### src/hw/rtl/sss_pkg.sv
package sss_pkg;

	// configuration port
	localparam int CFG_AW = 3;
	localparam int CFG_DW = 12;

	localparam logic [CFG_AW-1:0] REG_STEP_DELAY   = 3'd0;
	localparam logic [CFG_AW-1:0] REG_SETTLE_TIME  = 3'd1;
	localparam logic [CFG_AW-1:0] REG_STARTUP_WAIT = 3'd2;
	localparam logic [CFG_AW-1:0] REG_PULSE_LO     = 3'd3;
	localparam logic [CFG_AW-1:0] REG_PULSE_HI     = 3'd4;

	localparam logic [7:0]  RST_STEP_DELAY   = 8'd12;
	localparam logic [9:0]  RST_SETTLE_TIME  = 10'd300;
	localparam logic [11:0] RST_STARTUP_WAIT = 12'd1200;
	localparam logic [11:0] RST_PULSE_LO     = 12'd500;
	localparam logic [11:0] RST_PULSE_HI     = 12'd2500;

	typedef struct packed {
		logic [7:0]  step_delay;
		logic [9:0]  settle_time;
		logic [11:0] startup_wait;
		logic [11:0] pulse_lo;
		logic [11:0] pulse_hi;
	} cfg_t;

	// command characters
	localparam logic [7:0] CHAR_CR      = 8'h0D;
	localparam logic [7:0] CHAR_LF      = 8'h0A;
	localparam logic [7:0] CHAR_L_LOWER = 8'h6C;
	localparam logic [7:0] CHAR_L_UPPER = 8'h4C;
	localparam logic [7:0] CHAR_ONE     = 8'h31;
	localparam logic [7:0] CHAR_R_LOWER = 8'h72;
	localparam logic [7:0] CHAR_R_UPPER = 8'h52;
	localparam logic [7:0] CHAR_TWO     = 8'h32;

	typedef enum logic [1:0] {
		OP_TICK = 2'd0,
		OP_CMD  = 2'd1,
		OP_NOP  = 2'd2
	} op_kind_t;

	typedef enum logic [1:0] {
		CLS_LEFT  = 2'd0,
		CLS_RIGHT = 2'd1,
		CLS_ALT   = 2'd2
	} cmd_cls_t;

	typedef struct packed {
		op_kind_t kind;
		cmd_cls_t cls;
	} op_t;

	// queue between front and sequencer
	localparam int FIFO_DEPTH = 4;
	localparam int FIFO_AW    = $clog2(FIFO_DEPTH);

	// sweep geometry
	localparam logic [7:0] ANGLE_CENTER = 8'd90;
	localparam logic [7:0] ANGLE_LEFT   = 8'd0;
	localparam logic [7:0] ANGLE_RIGHT  = 8'd180;

	typedef enum logic [4:0] {
		PH_STARTUP = 5'b00001,
		PH_OUT     = 5'b00010,
		PH_SETTLE  = 5'b00100,
		PH_BACK    = 5'b01000,
		PH_IDLE    = 5'b10000
	} phase_t;

	typedef struct packed {
		logic       valid;
		logic [7:0] angle;
		logic       busy;
	} seq_res_t;

	// divide by 180 as (p >> 2) / 45, the latter by reciprocal plus one correction
	localparam logic [17:0] DIV_45      = 18'd45;
	localparam logic [18:0] RECIP_45    = 19'd372827;
	localparam int          RECIP_SHIFT = 24;

endpackage

### src/hw/rtl/sss_item_if.sv
interface sss_item_if;
	logic       valid;
	logic       ready;
	logic       action;
	logic [7:0] cmd_byte;

	modport source(output valid, output action, output cmd_byte, input ready);
	modport sink(input valid, input action, input cmd_byte, output ready);
endinterface

### src/hw/rtl/sss_result_if.sv
interface sss_result_if;
	logic        valid;
	logic        ready;
	logic [7:0]  angle_deg;
	logic [12:0] compare_ticks;
	logic        busy_res;

	modport source(output valid, output angle_deg, output compare_ticks, output busy_res,
		input ready);
	modport sink(input valid, input angle_deg, input compare_ticks, input busy_res,
		output ready);
endinterface

### src/hw/rtl/sss_cfg_if.sv
interface sss_cfg_if;
	logic                      valid;
	logic                      ready;
	logic [sss_pkg::CFG_AW-1:0] addr;
	logic [sss_pkg::CFG_DW-1:0] data;

	modport source(output valid, output addr, output data, input ready);
	modport sink(input valid, input addr, input data, output ready);
endinterface

### src/hw/rtl/sss_front.sv
module sss_front (
	sss_item_if.sink      item,
	input  logic          full,
	output logic          push,
	output sss_pkg::op_t  push_op
);

	assign item.ready = !full;
	assign push       = item.valid && !full;

	// classify the beat: tick, ignored line end, or a command with its side
	always_comb begin
		push_op.kind = sss_pkg::OP_TICK;
		push_op.cls  = sss_pkg::CLS_ALT;
		if (item.action) begin
			if (item.cmd_byte == sss_pkg::CHAR_CR || item.cmd_byte == sss_pkg::CHAR_LF) begin
				push_op.kind = sss_pkg::OP_NOP;
			end else begin
				push_op.kind = sss_pkg::OP_CMD;
				if (item.cmd_byte == sss_pkg::CHAR_L_LOWER || item.cmd_byte == sss_pkg::CHAR_L_UPPER
						|| item.cmd_byte == sss_pkg::CHAR_ONE) begin
					push_op.cls = sss_pkg::CLS_LEFT;
				end else if (item.cmd_byte == sss_pkg::CHAR_R_LOWER
						|| item.cmd_byte == sss_pkg::CHAR_R_UPPER
						|| item.cmd_byte == sss_pkg::CHAR_TWO) begin
					push_op.cls = sss_pkg::CLS_RIGHT;
				end
			end
		end
	end

endmodule

### src/hw/rtl/sss_fifo.sv
module sss_fifo (
	input  logic          clk,
	input  logic          arst_n,
	input  logic          push,
	input  sss_pkg::op_t  push_op,
	output logic          full,
	input  logic          pop,
	output logic          nonempty,
	output sss_pkg::op_t  head_op
);

	sss_pkg::op_t                 mem_q [sss_pkg::FIFO_DEPTH];
	logic [sss_pkg::FIFO_AW-1:0]  wr_ptr_q;
	logic [sss_pkg::FIFO_AW-1:0]  rd_ptr_q;
	logic [sss_pkg::FIFO_AW:0]    count_q;

	assign full     = count_q == (sss_pkg::FIFO_AW+1)'(sss_pkg::FIFO_DEPTH);
	assign nonempty = count_q != '0;
	assign head_op  = mem_q[rd_ptr_q];

	always_ff @(posedge clk) begin
		if (push) begin
			mem_q[wr_ptr_q] <= push_op;
		end
	end

	always_ff @(posedge clk or negedge arst_n) begin
		if (!arst_n) begin
			wr_ptr_q <= '0;
			rd_ptr_q <= '0;
			count_q  <= '0;
		end else begin
			if (push) begin
				wr_ptr_q <= wr_ptr_q + 1'b1;
			end
			if (pop) begin
				rd_ptr_q <= rd_ptr_q + 1'b1;
			end
			case ({push, pop})
				2'b10:   count_q <= count_q + 1'b1;
				2'b01:   count_q <= count_q - 1'b1;
				default: count_q <= count_q;
			endcase
		end
	end

endmodule

### src/hw/rtl/sss_seq.sv
module sss_seq (
	input  logic              clk,
	input  logic              arst_n,
	input  sss_pkg::cfg_t     cfg,
	input  logic              op_valid,
	input  sss_pkg::op_t      op,
	input  logic              adv,
	output logic              pop,
	output sss_pkg::seq_res_t res_s1
);

	sss_pkg::phase_t   phase_q, phase_d;
	logic [7:0]        angle_q, angle_d;
	logic [11:0]       tc_q, tc_d, tc_inc;
	logic              right_q, right_d;
	logic              next_right_q, next_right_d;
	logic              pend_q, pend_d;
	sss_pkg::cmd_cls_t pend_cls_q, pend_cls_d;
	logic              start;
	sss_pkg::cmd_cls_t start_cls;
	logic              start_right;
	logic [7:0]        end_angle;
	logic [11:0]       step_ext;
	logic [11:0]       settle_ext;
	logic              valid_s1;
	logic [7:0]        angle_s1;
	logic              busy_s1;

	assign pop        = adv && op_valid;
	assign tc_inc     = tc_q + 12'd1;
	assign step_ext   = {4'b0, cfg.step_delay};
	assign settle_ext = {2'b0, cfg.settle_time};
	assign end_angle  = right_q ? sss_pkg::ANGLE_RIGHT : sss_pkg::ANGLE_LEFT;

	assign res_s1.valid = valid_s1;
	assign res_s1.angle = angle_s1;
	assign res_s1.busy  = busy_s1;

	always_comb begin
		phase_d      = phase_q;
		angle_d      = angle_q;
		tc_d         = tc_q;
		right_d      = right_q;
		next_right_d = next_right_q;
		pend_d       = pend_q;
		pend_cls_d   = pend_cls_q;
		start        = 1'b0;
		start_cls    = op.cls;
		start_right  = 1'b0;
		case (op.kind)
			sss_pkg::OP_TICK: begin
				tc_d = tc_inc;
				case (phase_q)
					sss_pkg::PH_STARTUP: begin
						// startup sweep always goes left and leaves next side alone
						if (tc_inc >= cfg.startup_wait) begin
							phase_d = sss_pkg::PH_OUT;
							angle_d = sss_pkg::ANGLE_CENTER;
							tc_d    = '0;
							right_d = 1'b0;
						end
					end
					sss_pkg::PH_OUT: begin
						if (tc_inc >= step_ext) begin
							tc_d = '0;
							if (angle_q == end_angle) begin
								phase_d = (cfg.settle_time == '0) ? sss_pkg::PH_BACK
									: sss_pkg::PH_SETTLE;
							end else if (right_q) begin
								angle_d = angle_q + 8'd1;
							end else begin
								angle_d = angle_q - 8'd1;
							end
						end
					end
					sss_pkg::PH_SETTLE: begin
						if (tc_inc >= settle_ext) begin
							tc_d    = '0;
							phase_d = sss_pkg::PH_BACK;
						end
					end
					sss_pkg::PH_BACK: begin
						if (tc_inc >= step_ext) begin
							tc_d = '0;
							if (angle_q == sss_pkg::ANGLE_CENTER) begin
								phase_d = sss_pkg::PH_IDLE;
								// launch the held command on this same tick
								if (pend_q) begin
									pend_d    = 1'b0;
									start     = 1'b1;
									start_cls = pend_cls_q;
								end
							end else if (right_q) begin
								angle_d = angle_q - 8'd1;
							end else begin
								angle_d = angle_q + 8'd1;
							end
						end
					end
					default: begin
						tc_d = '0;
					end
				endcase
			end
			sss_pkg::OP_CMD: begin
				if (phase_q == sss_pkg::PH_IDLE) begin
					start     = 1'b1;
					start_cls = op.cls;
				end else if (!pend_q) begin
					pend_d     = 1'b1;
					pend_cls_d = op.cls;
				end
			end
			default: begin
			end
		endcase
		if (start) begin
			case (start_cls)
				sss_pkg::CLS_LEFT:  start_right = 1'b0;
				sss_pkg::CLS_RIGHT: start_right = 1'b1;
				default:            start_right = next_right_q;
			endcase
			next_right_d = !start_right;
			right_d      = start_right;
			angle_d      = sss_pkg::ANGLE_CENTER;
			tc_d         = '0;
			phase_d      = sss_pkg::PH_OUT;
		end
	end

	always_ff @(posedge clk or negedge arst_n) begin
		if (!arst_n) begin
			phase_q      <= sss_pkg::PH_STARTUP;
			angle_q      <= sss_pkg::ANGLE_CENTER;
			tc_q         <= '0;
			right_q      <= 1'b0;
			next_right_q <= 1'b1;
			pend_q       <= 1'b0;
			pend_cls_q   <= sss_pkg::CLS_ALT;
			valid_s1     <= 1'b0;
		end else begin
			if (pop) begin
				phase_q      <= phase_d;
				angle_q      <= angle_d;
				tc_q         <= tc_d;
				right_q      <= right_d;
				next_right_q <= next_right_d;
				pend_q       <= pend_d;
				pend_cls_q   <= pend_cls_d;
			end
			if (adv) begin
				valid_s1 <= op_valid;
			end
		end
	end

	always_ff @(posedge clk) begin
		if (adv) begin
			angle_s1 <= angle_d;
			busy_s1  <= phase_d == sss_pkg::PH_OUT || phase_d == sss_pkg::PH_SETTLE
				|| phase_d == sss_pkg::PH_BACK;
		end
	end

	a_pend_not_idle: assert property (@(posedge clk) disable iff (!arst_n)
		pend_q |-> phase_q != sss_pkg::PH_IDLE)
		else $error("held command while idle");

	a_angle_range: assert property (@(posedge clk) disable iff (!arst_n)
		angle_q <= sss_pkg::ANGLE_RIGHT)
		else $error("angle out of range");

	a_parked_center: assert property (@(posedge clk) disable iff (!arst_n)
		(phase_q == sss_pkg::PH_IDLE || phase_q == sss_pkg::PH_STARTUP)
			|-> angle_q == sss_pkg::ANGLE_CENTER)
		else $error("parked away from center");

	a_state_only_on_pop: assert property (@(posedge clk) disable iff (!arst_n)
		!pop |=> $stable(phase_q) && $stable(angle_q) && $stable(pend_q))
		else $error("sequencer state moved without a beat");

endmodule

### src/hw/rtl/sss_map.sv
module sss_map (
	input  logic              clk,
	input  logic              arst_n,
	input  sss_pkg::cfg_t     cfg,
	input  sss_pkg::seq_res_t res_s1,
	output logic              adv,
	sss_result_if.source      result
);

	logic        valid_s2, valid_s3, valid_s4, valid_q;
	logic [7:0]  angle_s2, angle_s3, angle_s4;
	logic        busy_s2, busy_s3, busy_s4;
	logic [19:0] prod_s2;
	logic [17:0] x_s3;
	logic [11:0] q0_s3;
	logic [11:0] q_s4;
	logic [11:0] span;
	logic [17:0] x;
	logic [36:0] recip_prod;
	logic [17:0] rem;
	logic [11:0] pulse;

	// whole back pipeline moves together; stall only when the result is held
	assign adv          = !valid_q || result.ready;
	assign result.valid = valid_q;

	assign span       = cfg.pulse_hi - cfg.pulse_lo;
	assign x          = prod_s2[19:2];
	assign recip_prod = {19'b0, x} * {18'b0, sss_pkg::RECIP_45};
	assign rem        = x_s3 - 18'({6'b0, q0_s3} * sss_pkg::DIV_45);
	assign pulse      = (cfg.pulse_hi < cfg.pulse_lo) ? cfg.pulse_hi
		: cfg.pulse_lo + q_s4;

	always_ff @(posedge clk or negedge arst_n) begin
		if (!arst_n) begin
			valid_s2 <= 1'b0;
			valid_s3 <= 1'b0;
			valid_s4 <= 1'b0;
			valid_q  <= 1'b0;
		end else if (adv) begin
			valid_s2 <= res_s1.valid;
			valid_s3 <= valid_s2;
			valid_s4 <= valid_s3;
			valid_q  <= valid_s4;
		end
	end

	always_ff @(posedge clk) begin
		if (adv) begin
			angle_s2 <= res_s1.angle;
			busy_s2  <= res_s1.busy;
			prod_s2  <= {12'b0, res_s1.angle} * {8'b0, span};

			angle_s3 <= angle_s2;
			busy_s3  <= busy_s2;
			x_s3     <= x;
			q0_s3    <= 12'(recip_prod >> sss_pkg::RECIP_SHIFT);

			// estimate is low by at most one
			angle_s4 <= angle_s3;
			busy_s4  <= busy_s3;
			q_s4     <= (rem >= sss_pkg::DIV_45) ? q0_s3 + 12'd1 : q0_s3;

			result.angle_deg     <= angle_s4;
			result.busy_res      <= busy_s4;
			result.compare_ticks <= {pulse, 1'b0};
		end
	end

endmodule

### src/hw/rtl/servo_sector_sweep_sequencer_top.sv
// channel  | role   | beat
// item     | sink   | action, cmd_byte
// result   | source | angle_deg, compare_ticks, busy_res
// cfg      | sink   | addr (register index), data; always ready
//
// One item per cycle sustained while results are taken. The sequencer updates the sweep
// state once per cycle from the head of a four-beat queue when it has an item and adv is
// high; the angle-to-pulse map is a four-stage multiply/reciprocal pipeline.
// Reset puts the sweep in the startup wait at center with registers at their defaults.
// A stalled result freezes the back pipeline; items keep landing until the queue is full.
module servo_sector_sweep_sequencer_top (
	input  logic         clk,
	input  logic         arst_n,
	sss_item_if.sink     item,
	sss_result_if.source result,
	sss_cfg_if.sink      cfg
);

	sss_pkg::cfg_t     cfg_q;
	logic              push;
	sss_pkg::op_t      push_op;
	logic              full;
	logic              pop;
	logic              nonempty;
	sss_pkg::op_t      head_op;
	logic              adv;
	sss_pkg::seq_res_t res_s1;

	assign cfg.ready = 1'b1;

	always_ff @(posedge clk or negedge arst_n) begin
		if (!arst_n) begin
			cfg_q.step_delay   <= sss_pkg::RST_STEP_DELAY;
			cfg_q.settle_time  <= sss_pkg::RST_SETTLE_TIME;
			cfg_q.startup_wait <= sss_pkg::RST_STARTUP_WAIT;
			cfg_q.pulse_lo     <= sss_pkg::RST_PULSE_LO;
			cfg_q.pulse_hi     <= sss_pkg::RST_PULSE_HI;
		end else if (cfg.valid) begin
			case (cfg.addr)
				sss_pkg::REG_STEP_DELAY:   cfg_q.step_delay   <= cfg.data[7:0];
				sss_pkg::REG_SETTLE_TIME:  cfg_q.settle_time  <= cfg.data[9:0];
				sss_pkg::REG_STARTUP_WAIT: cfg_q.startup_wait <= cfg.data[11:0];
				sss_pkg::REG_PULSE_LO:     cfg_q.pulse_lo     <= cfg.data[11:0];
				sss_pkg::REG_PULSE_HI:     cfg_q.pulse_hi     <= cfg.data[11:0];
				default: begin
				end
			endcase
		end
	end

	sss_front u_front (
		.item    (item),
		.full    (full),
		.push    (push),
		.push_op (push_op)
	);

	sss_fifo u_fifo (
		.clk      (clk),
		.arst_n   (arst_n),
		.push     (push),
		.push_op  (push_op),
		.full     (full),
		.pop      (pop),
		.nonempty (nonempty),
		.head_op  (head_op)
	);

	sss_seq u_seq (
		.clk      (clk),
		.arst_n   (arst_n),
		.cfg      (cfg_q),
		.op_valid (nonempty),
		.op       (head_op),
		.adv      (adv),
		.pop      (pop),
		.res_s1   (res_s1)
	);

	sss_map u_map (
		.clk    (clk),
		.arst_n (arst_n),
		.cfg    (cfg_q),
		.res_s1 (res_s1),
		.adv    (adv),
		.result (result)
	);

endmodule
### src/flat_wrapper.sv
// flat-port wrapper written by rule: the top's interface ports become plain ports
module servo_sector_sweep_sequencer_top_flat 
  (clk, arst_n, item_valid, item_action, item_cmd_byte, item_ready, result_valid, result_angle_deg, result_compare_ticks, result_busy_res, result_ready, cfg_valid, cfg_addr, cfg_data, cfg_ready);
  sss_item_if item_i ();
  sss_result_if result_i ();
  sss_cfg_if cfg_i ();
  input  logic clk;
  input  logic arst_n;
  input wire logic [$bits(item_i.valid)-1:0] item_valid;
  input wire logic [$bits(item_i.action)-1:0] item_action;
  input wire logic [$bits(item_i.cmd_byte)-1:0] item_cmd_byte;
  output wire logic [$bits(item_i.ready)-1:0] item_ready;
  output wire logic [$bits(result_i.valid)-1:0] result_valid;
  output wire logic [$bits(result_i.angle_deg)-1:0] result_angle_deg;
  output wire logic [$bits(result_i.compare_ticks)-1:0] result_compare_ticks;
  output wire logic [$bits(result_i.busy_res)-1:0] result_busy_res;
  input wire logic [$bits(result_i.ready)-1:0] result_ready;
  input wire logic [$bits(cfg_i.valid)-1:0] cfg_valid;
  input wire logic [$bits(cfg_i.addr)-1:0] cfg_addr;
  input wire logic [$bits(cfg_i.data)-1:0] cfg_data;
  output wire logic [$bits(cfg_i.ready)-1:0] cfg_ready;
  assign item_i.valid = item_valid;
  assign item_i.action = item_action;
  assign item_i.cmd_byte = item_cmd_byte;
  assign item_ready = item_i.ready;
  assign result_valid = result_i.valid;
  assign result_angle_deg = result_i.angle_deg;
  assign result_compare_ticks = result_i.compare_ticks;
  assign result_busy_res = result_i.busy_res;
  assign result_i.ready = result_ready;
  assign cfg_i.valid = cfg_valid;
  assign cfg_i.addr = cfg_addr;
  assign cfg_i.data = cfg_data;
  assign cfg_ready = cfg_i.ready;
  servo_sector_sweep_sequencer_top u_core (.clk(clk), .arst_n(arst_n), .item(item_i), .result(result_i), .cfg(cfg_i));
endmodule
### config.mk
export PLATFORM = sky130hd
export DESIGN_NAME = servo_sector_sweep_sequencer_top_flat
export DESIGN_NICKNAME = d
export VERILOG_FILES = /design/src/hw/rtl/sss_pkg.sv /design/src/hw/rtl/sss_item_if.sv /design/src/hw/rtl/sss_result_if.sv /design/src/hw/rtl/sss_cfg_if.sv /design/src/hw/rtl/sss_front.sv /design/src/hw/rtl/sss_fifo.sv /design/src/hw/rtl/sss_seq.sv /design/src/hw/rtl/sss_map.sv /design/src/hw/rtl/servo_sector_sweep_sequencer_top.sv /design/src/flat_wrapper.sv
export SDC_FILE = /design/constraint.sdc
export NUM_CORES = 1
export LEC_CHECK = 0
export ABC_CLOCK_PERIOD_IN_PS = 8200
export CORE_MARGIN = 10
export CORE_UTILIZATION = 24
export CTS_CLUSTER_SIZE = 30
export DETAILED_ROUTE_END_ITERATION = 16
export DONT_BUFFER_PORTS = 1
export PLACE_DENSITY_LB_ADDON = 0.12
export SYNTH_ARGS = -nofsm -noshare
export SYNTH_HDL_FRONTEND = slang
export SYNTH_SLANG_ARGS = --single-unit
### constraint.sdc
create_clock -name clk -period 8.2 [get_ports clk]
set_input_delay 0.82 -clock clk [delete_from_list [all_inputs] [get_ports clk]]
set_output_delay 0.82 -clock clk [all_outputs]
set_load 0.01 [all_outputs]
==> results.toml <==
[run_status]
outcome = "complete, no violations"

[timing]
max_slew_margin_pct = 17.1
slew_violations = 0
hold_viol_final = 0
fin_crit_sh_pct = 86.8
post-route-min-period_ns = 7.12
finClkSkew_ns = 0.0189
setup_viol = 0
fmax_mhz = 140
rsz0062_at_grt = "no"
worst_pin_slew_ns = 1.23
tns_ns = 0

[cts]
cts_tree = "yes"
numCtsBuffers = 30
ctsResizeCount = 0
clkTransAtPathRegs_ns = 0.06
h-tree-depth = 1
cts.sinks = 229
cts_buffer_depth = 3
clkLatencyLatePin_ns = 0.57
root_buffer = "clkbuf_16"

[critical_path]
slowest_delay_ns = 0.54
rrSetupSlack_ns = 1.08
crit_slowest_cell = "dfstp_2"
reg2reg_from = "u_core.cfg_q[14]"
cp_data_required_time_ns = 8.51
cp-start-kind = "register"
criticalPathCategory = "reg -> reg"
worstPathMaxFanout = 8
cp_common_cell = "fa_1"
path_cells = "inv_1, ha_1, o21ai_0, a21boi_0, o21ai_0, a21boi_0, o21ai_0, a21oi_1, nor3_1, xnor2_1, and2_1, fa_1, fa_1, fa_1, inv_1, fa_1, inv_1, ha_1, and3_1, a2111oi_0, nor2_1, a211o_1, a21oi_1, xnor2_1"
arrival_ns = 7.43
endpoint_kind = "register"
r2r_cells = 24
reg2reg_to = "u_core.u_map.prod_s2[18]"

[floorplan]
io_pins = 54
die_area_um2 = 98600
core_area_um2 = 85400
dieHeight_um = 314
die_w_um = 314
fp-row-count = 107
start_util_pct = 24.3

[layout]
utilization_pct = 27.0
fin_nets = 2506
multi_input_area_um2 = 12700
drive_gt1_share_pct = 7.27
area_delta_synth_final_pct = 11.3
fillers = 9125
antenna_cells = 0
regArea_um2 = 6430

[route]
totalWireLength_um = 53000
drtAntennaViolNets = 0
drt-initial-drc-count = 663
route.vias.total = 13800
wl_per_cell_um = 16.5
drc = 0
via_per_inst = 4.31
drt_pass1_iterations = 5

[logic_synthesis]
avgSynthCellArea_um2 = 10.2
synth_edf_count = 133
ys_seq_elements = 229
syn_area_um2 = 20700
synthTopCellsByArea = "edfxtp_1 19%, fa_1 17%, ha_1 16%, dfrtp_1 8.2%, inv_1 6.9%"
synth_top_area_cell = "edfxtp_1"
yosysMostFrequentCell = "inv_1"
synth_cell_types = 76
yosysTopAreaCellShare_pct = 19.3
synthFlopType = "edfxtp_1"
syn_nets = 2508
seq_area_frac_synth_pct = 31.0
netlist_instances = 2042
async_flop_share_pct = 41.9
ys_warn_count = 0
synth_commonest_cells = "381 x inv_1, 263 x ha_1, 174 x fa_1"

[global_routing]
antenna_found_initial = 1
grt-ovfl-total = 0
grt_max_degree = 73
grt_pass1_vias = 14400
gr-usage-all-layers_pct = 10.7
grt_pass1_wl_um = 84400

[placement]
io_buffers = 0
gp_congestion = 0.797
dp_hpwl_um = 42200

[min_path]
hold_path_class = "in -> async"

[job]
drv_cap = 0
[stage by stage]
| stage | instance area, µm² | setup slack, ns | instances | hold slack (ns) |
|---|---|---|---|---|
| finish | 23100 | 1.08 | 3207 | 0.0927 |
| global route | 23100 | 0.539 | 3207 | 0.0606 |
| CTS | 23100 | 1.12 | 3207 | 0.0475 |
| detailed placement | 22100 | 1.17 | 3151 | 0.405 |
| global placement | 22100 | 1.23 | 3151 | 0.402 |
| floorplan | 20700 | 1.97 | 2042 | 0.400 |
[metal layers]
metal	vias up	GRT usage, %	share of wire (%)
met3	37	1.42	2.9
met4	0	1.57	1.4
met1	6799	15.6	51
met5	-	0	0
li1	6836	-	-
met2	150	16.9	45
[critical path: cells and delay by family, from the launching register on]
kind,cells,cell delay (ns)
AO/OA/AOI/OAI,9,2.25
XOR/XNOR,2,0.59
adder cells (fa/ha/maj),6,2.64
buffers and inverters,3,0.14
flip-flops,1,0.54
AND/OR/NAND/NOR,4,0.66
[what timing repair did]
item,4_1_cts,5_1_grt
hold endpoints to repair,68,0
hold buffers,1,0
setup buffers,0,0
[sequential cells by signal, summed over array words and instances, names as in the netlist, 5 cells and up]
| register | flops |
|---|---|
| u_core.cfg_q | 54 |
| u_core.u_fifo.mem_q | 16 |
| u_core.u_map.angle_s2 | 8 |
| u_core.u_map.angle_s3 | 8 |
| u_core.u_map.angle_s4 | 8 |
| u_core.u_map.prod_s2 | 18 |
| u_core.u_map.q0_s3 | 12 |
| u_core.u_map.q_s4 | 12 |
| u_core.u_map.result.angle_deg | 8 |
| u_core.u_map.result.compare_ticks | 12 |
| u_core.u_map.x_s3 | 18 |
| u_core.u_seq.angle_q | 8 |
| u_core.u_seq.angle_s1 | 8 |
| u_core.u_seq.phase_q | 5 |
| u_core.u_seq.tc_q | 12 |
[how the worst max path moves through the flow]
stage | from | endpoint | slack, ns | cells past startpoint
after detailed placement | u_core.cfg_q[14] | u_core.u_map.prod_s2[18] | 1.17 | 25
after CTS | u_core.cfg_q[14] | u_core.u_map.prod_s2[18] | 1.12 | 25
after global routing | u_core.cfg_q[13] | u_core.u_map.prod_s2[18] | 0.54 | 25
final | u_core.cfg_q[14] | u_core.u_map.prod_s2[18] | 1.08 | 24
after global placement | u_core.cfg_q[14] | u_core.u_map.prod_s2[18] | 1.23 | 25
after floorplan | u_core.cfg_q[12] | u_core.u_map.prod_s2[18] | 1.97 | 25
[kinds of logic after synthesis]
family,Yosys count,synth area share (%)
buf+inv,422,7.67
other cells,2,0.0362
simple gates,518,12.5
compound gates,287,9.08
flops,229,31.0
xor+xnor,90,3.80
fa+ha+maj,437,32.7
mux,57,3.26
[cell usage in the layout, fill, tap and decap left out, types with 6 or more instances in the layout]
| cell | n |
|---|---|
| nor2b_1 | 26 |
| inv_1 | 380 |
| a21o_1 | 27 |
| nand2_1 | 148 |
| or3_1 | 11 |
| xnor2_1 | 61 |
| o21ai_0 | 87 |
| dfrtp_1 | 68 |
| nor2_1 | 97 |
| nor4_1 | 8 |
| o21bai_1 | 6 |
| mux2i_1 | 9 |
| ha_1 | 263 |
| xor2_1 | 29 |
| nand3_1 | 36 |
| and3_1 | 21 |
| clkinv_2 | 6 |
| nor3_1 | 31 |
| or2_2 | 9 |
| o31ai_1 | 11 |
| mux2_2 | 43 |
| fa_1 | 174 |
| and2_1 | 75 |
| dfstp_2 | 28 |
| nand2b_1 | 18 |
| buf_4 | 6 |
| o21a_1 | 11 |
| edfxtp_1 | 133 |
| o211ai_1 | 8 |
| a211oi_1 | 11 |
| a21oi_1 | 54 |
| nand4_1 | 12 |
| a2111oi_0 | 6 |
| clkbuf_16 | 31 |
| a21boi_0 | 10 |
| a221oi_1 | 10 |
[area by class of cell]
type                       count  area share, %
clock inverter                22          0.910
inverter                     381           6.21
clock buffer                  33           3.39
timing repair buffer           7          0.314
tap                         1144           6.20
multi-input combinational   1391           55.1
sequential                   229           27.8
Power is left out: the tool's default activity adds up to more than one toggle a clock period on the data nets, which glitch-free logic cannot reach.
